==> src/sv/tbfc_pkg.sv <==
// Shared constants for the two-body frame cosine unit.
`timescale 1ns / 1ps
package tbfc_pkg;
  localparam int MOMENTUM_BITS_DEF = 24;
  localparam int COS_FRAC_BITS_DEF = 15;
  localparam int CHUNK_BITS = 26;
  localparam int CFG_INDEX_BITS = 1;
  localparam logic [CFG_INDEX_BITS-1:0] REG_MASS_LOW = 1'b0;
  localparam logic [CFG_INDEX_BITS-1:0] REG_MASS_HIGH = 1'b1;
endpackage

==> src/sv/tbfc_mul.sv <==
// Two-stage signed multiplier built from registered chunk products.
`timescale 1ns / 1ps
module tbfc_mul
  import tbfc_pkg::*;
#(
  parameter int WA = 32,
  parameter int WB = 32,
  parameter int CW = CHUNK_BITS
) (
  input  logic                       clk,
  input  logic signed [WA-1:0]       a,
  input  logic signed [WB-1:0]       b,
  output logic signed [WA+WB-1:0]    p
);
  localparam int NA = (WA + CW - 1) / CW;
  localparam int NB = (WB + CW - 1) / CW;
  localparam int XA = NA * CW;
  localparam int XB = NB * CW;
  localparam int PW = XA + XB;

  logic signed [XA-1:0]     ax;
  logic signed [XB-1:0]     bx;
  logic signed [CW:0]       ca [NA];
  logic signed [CW:0]       cb [NB];
  logic signed [2*CW+1:0]   pp [NA*NB];
  logic signed [PW-1:0]     acc;

  assign ax = XA'(a);
  assign bx = XB'(b);

  for (genvar i = 0; i < NA; i++) begin : g_ca
    if (i == NA - 1) begin : g_top
      assign ca[i] = $signed({ax[i*CW+CW-1], ax[i*CW +: CW]});
    end else begin : g_low
      assign ca[i] = $signed({1'b0, ax[i*CW +: CW]});
    end
  end

  for (genvar j = 0; j < NB; j++) begin : g_cb
    if (j == NB - 1) begin : g_top
      assign cb[j] = $signed({bx[j*CW+CW-1], bx[j*CW +: CW]});
    end else begin : g_low
      assign cb[j] = $signed({1'b0, bx[j*CW +: CW]});
    end
  end

  for (genvar i = 0; i < NA; i++) begin : g_ppi
    for (genvar j = 0; j < NB; j++) begin : g_ppj
      always_ff @(posedge clk) begin
        pp[i*NB+j] <= ca[i] * cb[j];
      end
    end
  end

  always_comb begin
    acc = '0;
    for (int i = 0; i < NA; i++) begin
      for (int j = 0; j < NB; j++) begin
        acc = acc + (PW'(pp[i*NB+j]) <<< ((i + j) * CW));
      end
    end
  end

  always_ff @(posedge clk) begin
    p <= acc[WA+WB-1:0];
  end
endmodule

==> config.mk <==
export PLATFORM = sky130hd
export DESIGN_NAME = tbfc_mul
export DESIGN_NICKNAME = d
export VERILOG_FILES = /design/src/sv/tbfc_pkg.sv /design/src/sv/tbfc_mul.sv
export SDC_FILE = /design/constraint.sdc
export NUM_CORES = 2
export LEC_CHECK = 0
export ABC_CLOCK_PERIOD_IN_PS = 11000
export BUFFER_PORTS_ARGS = -buffer_cell sky130_fd_sc_hd__buf_4
export CAP_MARGIN = 15
export CORE_MARGIN = 2
export CORE_UTILIZATION = 60
export CTS_CLUSTER_DIAMETER = 100
export CTS_CLUSTER_SIZE = 10
export DETAILED_ROUTE_END_ITERATION = 10
export PLACE_DENSITY_LB_ADDON = 0.12
export SLEW_MARGIN = 20
export SYNTH_ARGS = -nofsm -noshare
export SYNTH_HDL_FRONTEND = slang
export SYNTH_SLANG_ARGS = --single-unit
==> constraint.sdc <==
create_clock -name clk -period 11 [get_ports clk]
set_clock_uncertainty 0.05 [all_clocks]
set_input_delay 2.75 -clock clk [delete_from_list [all_inputs] [get_ports clk]]
set_output_delay 2.75 -clock clk [all_outputs]
set_load 0.03 [all_outputs]
# Word level (Yosys, flattened, before mapping)
# Memories as Yosys holds them, arrays and structs flattened.
# Index checks and enable logic that the tools add are counted.
[totals]
inputBits = 65
ram_bits = 216
register_bits = 64
wordCells = 9
n_memories = 1
[op_classes]
addsub = 3
n_mul = 4
[mem_list]
columns = ["memory", "depth", "word_bits", "rd", "rd_clocked_by_memory_dff", "wr", "line", "rtl"]
rows = [
  ["pp", 4, 54, 4, 0, 4, "tbfc_mul.sv:25", "logic signed [2*CW+1:0] pp [NA*NB];"],
]
[op_table]
columns = ["cell", "count"]
rows = [
  ["$add 64x64->64", 2],
  ["$add 54x64->64", 1],
  ["$mul 26x26->52", 1],
  ["$mul 27x6->33", 1],
  ["$mul 6x27->33", 1],
  ["$mul 6x6->12", 1],
]

# Logic depth before layout (Yosys ltp)
# An unclocked memory read counts as a cell.
[depth]
depth_word = 4
ltp_mapped = 26

# Worst setup path before layout
# Ideal clock, no wire load.
[synth_path]
kind = "input port to flip-flop"
start = "input port a[13]"
end = "memory pp[0][47] in the netlist's numbering"
required_ns = 10.823
stages = 26
arrival_ns = 8.868
slack_ns = 1.956
setup_time_ns = 0.127
path_buffers = 1
path_cell_list = "clkbuf_1 > nand2_1 > fa_1 > inv_1 > fa_1 > inv_1 > fa_1 > inv_1 > fa_1 > inv_1 > fa_1 > inv_1 > fa_1 > inv_1 > fa_1 > inv_1 > ha_1 > a21oi_1 > o21ai_0 > a221oi_2 > o31a_1 > a211oi_2 > o2111ai_1 > nand3b_1 > a41oi_1 > xnor2_1"
[synth_rtl]
columns = ["item", "line", "rtl"]
rows = [
  ["start, declared", "tbfc_mul.sv:11", "input logic signed [WA-1:0] a,"],
  ["end, declared", "tbfc_mul.sv:25", ""],
]

==> flow_metrics.env <==
export IMPL_ys_async_sr_fraction_pct=0
export IMPL_seqCellArea_um2=3880
export IMPL_slowest_stage="fa_1"
export IMPL_synth_ff_type="dfxtp_1"
export IMPL_worstHoldPathType="register to register"
export IMPL_area_growth_pct=4.67
export IMPL_finalCritPeriodShare_pct=85.2
export IMPL_drc_errors=0
export IMPL_gp_congestion=0.896
export IMPL_cts_setup_buffers=0
export IMPL_synth_cells=4301
export IMPL_routedWlPerCell_um=19.2
export IMPL_final_hold_viol_count=0
export IMPL_dpl_cell_count=5077
export IMPL_r2r_end="p[61]$_DFF_P_"
export IMPL_r2r_start="pp[1][0]$_DFF_P_"
export IMPL_gr_total_overflow=0
export IMPL_worstMarginPinSlew_ns=0.623
export IMPL_final_layout_size_suffix_gt1_share_pct=4.29
export IMPL_min_to="p[13]$_DFF_P_"
export IMPL_ant_nets=0
export IMPL_numPortBuffers=128
export IMPL_die_h_um=261
export IMPL_synthTopCellsByArea="fa_1, ha_1, dfxtp_1, inv_1, and2_1"
export IMPL_ys_ff_latch=194
export IMPL_htreeDepth=4
export IMPL_critical_path_max_stage_delay_ns=0.55
export IMPL_finalCriticalPeriod_ns=9.37
export IMPL_crit_family="adder cells"
export IMPL_status="finished, final reports clean"
export IMPL_dr_first_iter_drc_count=1903
export IMPL_cts_buffers=17
export IMPL_dieArea_um2=68200
export IMPL_routed_via_count=28400
export IMPL_fin_nets=5519
export IMPL_grt_pass1_vias=30000
export IMPL_synth_most_common_cell="inv_1"
export IMPL_endpoint_kind="register"
export IMPL_clkSinkCount=194
export IMPL_crit_type="primary input to register"
export IMPL_clk_insertion_delay_late_ns=0.47
export IMPL_hold_path_depth=0
export IMPL_setup_tns_ns=0
export IMPL_hpwl_mm=75.1
export IMPL_rsz0062_at_grt="no"
export IMPL_ys_seq_area_share_pct=9.79
export IMPL_r2r_slack_ns=7.17
export IMPL_hold_start="pp[0][13]$_DFF_P_"
export IMPL_syn_num_nets=5588
export IMPL_yosys_area_top_type_share_pct=42.0
export IMPL_grt_max_degree=35
export IMPL_required_ns=11.35
export IMPL_cts_root_buffer="clkbuf_16"
export IMPL_critical_path_arrival_ns=9.72
export IMPL_hold_buffers=0
export IMPL_final_max_slew_viol_count=0
export IMPL_slew_headroom_pct=58.2
export IMPL_synth_area_leader_cell="fa_1"
export IMPL_cp_start_kind="primary input"
export IMPL_stdcell_count=5109
export IMPL_routed_wl_mm=98.2
export IMPL_fill_cells=5663
export IMPL_cpMostUsedCell="fa_1"
export IMPL_clock_fmax_mhz=107
export IMPL_cap_viol_max_count=0
export IMPL_synth_edf_count=0
export IMPL_core_area_um2=65600
export IMPL_die_x_um=261
export IMPL_synth_cell_types=69
export IMPL_antenna_found_initial=4
export IMPL_cts_buffer_depth=2
export IMPL_path_max_fanout=32
export IMPL_multiInputGateArea_um2=31900
export IMPL_synth_commonest_cells="inv_1, fa_1, nand2_1, and2_1, ha_1"
export IMPL_dr_pass1_iters=8
export IMPL_initial_core_util_pct=60.5
export IMPL_cp_num_buf_inv=7
export IMPL_ctsResizeCount=0
export IMPL_synthesis_area_um2=39700
export IMPL_syn_avg_cell_area_um2=9.23
export IMPL_finalSetupViolations=0
export IMPL_grt_pass1_wl_mm=160
export IMPL_ios=129
export IMPL_row_count=94
export IMPL_ff2ff_path_depth=15
export IMPL_diodes=0
export IMPL_grt_usage_pct=30.4
export IMPL_avgViaCountPerCell=5.56
export IMPL_path_clk_slew_ns=0.09
export IMPL_cts_tree="done"
export IMPL_ys_warn_count=0
[routing by layer]
layer / routed length [µm] / vias to the layer above / GRT usage, %
li1: - / 12800 / -
met1: 42700 / 14400 / 43.7
met2: 45400 / 1062 / 48.3
met3: 8240 / 126 / 5.63
met4: 1850 / 2 / 6.96
met5: 10 / - / 0
[flip-flops by register name (all words and copies together), names as in the netlist]
signal  cells
pp        130
p          64
[cell usage in the layout (no fill, tap or decap), drive strengths merged, types with 61 or more instances in the layout]
cell	netlist	final
a21o	84	84
a21oi	135	135
and2	447	447
buf	2	131
dfxtp	194	194
fa	832	832
ha	390	390
inv	835	843
nand2	592	592
nor2	61	61
o21ai	64	64
xnor2	104	104
[worst register-to-register path, cell delays in order, from the launching register on]
cell      delay [ns]
dfxtp_1         0.31
inv_1           0.05
fa_1            0.45
inv_1           0.09
ha_1            0.21
inv_1           0.08
fa_1            0.46
nand2b_1        0.18
a21o_1          0.21
a21bo_2         0.21
a21oi_1         0.30
a21oi_1         0.18
o21bai_1        0.21
o21ai_1         0.24
o2111a_1        0.32
a211oi_1        0.19
[per-stage QoR]
step                area [µm²]  setup WS, ns  utilization [%]  hold slack [ns]
finish                   41500          1.63             63.3            0.276
global route             41500          1.42             63.3            0.284
CTS                      41500          1.73             63.3            0.277
detailed placement       40900          1.20             62.4            0.262
global placement         40900          1.30             62.4            0.260
floorplan                39700          1.96                -            0.260
[logic make-up after synthesis]
logic type               Yosys count  share of synthesized area, %
AND/OR/NAND/NOR                 1274                          16.0
AO/OA/AOI/OAI                    407                          6.71
buffers and inverters           1054                          9.97
multiplexers                       2                        0.0504
XOR/XNOR                         148                          3.27
flip-flops                       194                          9.78
adder cells (fa/ha/maj)         1222                          54.3
[final cells by class]
type | count | area share (%)
Inverter | 835 | 7.54
Tap cell | 864 | 2.60
Timing Repair Buffer | 131 | 2.37
Clock inverter | 15 | 0.449
Clock buffer | 17 | 1.02
Multi-Input combinational cell | 3053 | 76.7
Sequential cell | 194 | 9.35
[worst max path at each step]
| stage | cells past startpoint | startpoint | endpoint |
|---|---|---|---|
| 3_5_place_dp | 25 | a[15] | pp[0][47]$_DFF_P_ |
| 4_1_cts | 25 | a[15] | pp[0][47]$_DFF_P_ |
| 6_report | 25 | a[15] | pp[0][47]$_DFF_P_ |
| 2_1_floorplan | 26 | a[13] | pp[0][47]$_DFF_P_ |
| 3_3_place_gp | 25 | a[15] | pp[0][47]$_DFF_P_ |
| 5_1_grt | 25 | a[15] | pp[0][47]$_DFF_P_ |
Power is not shown: default switching activity piles up to over one toggle a cycle in this logic, so the estimate is an artifact.
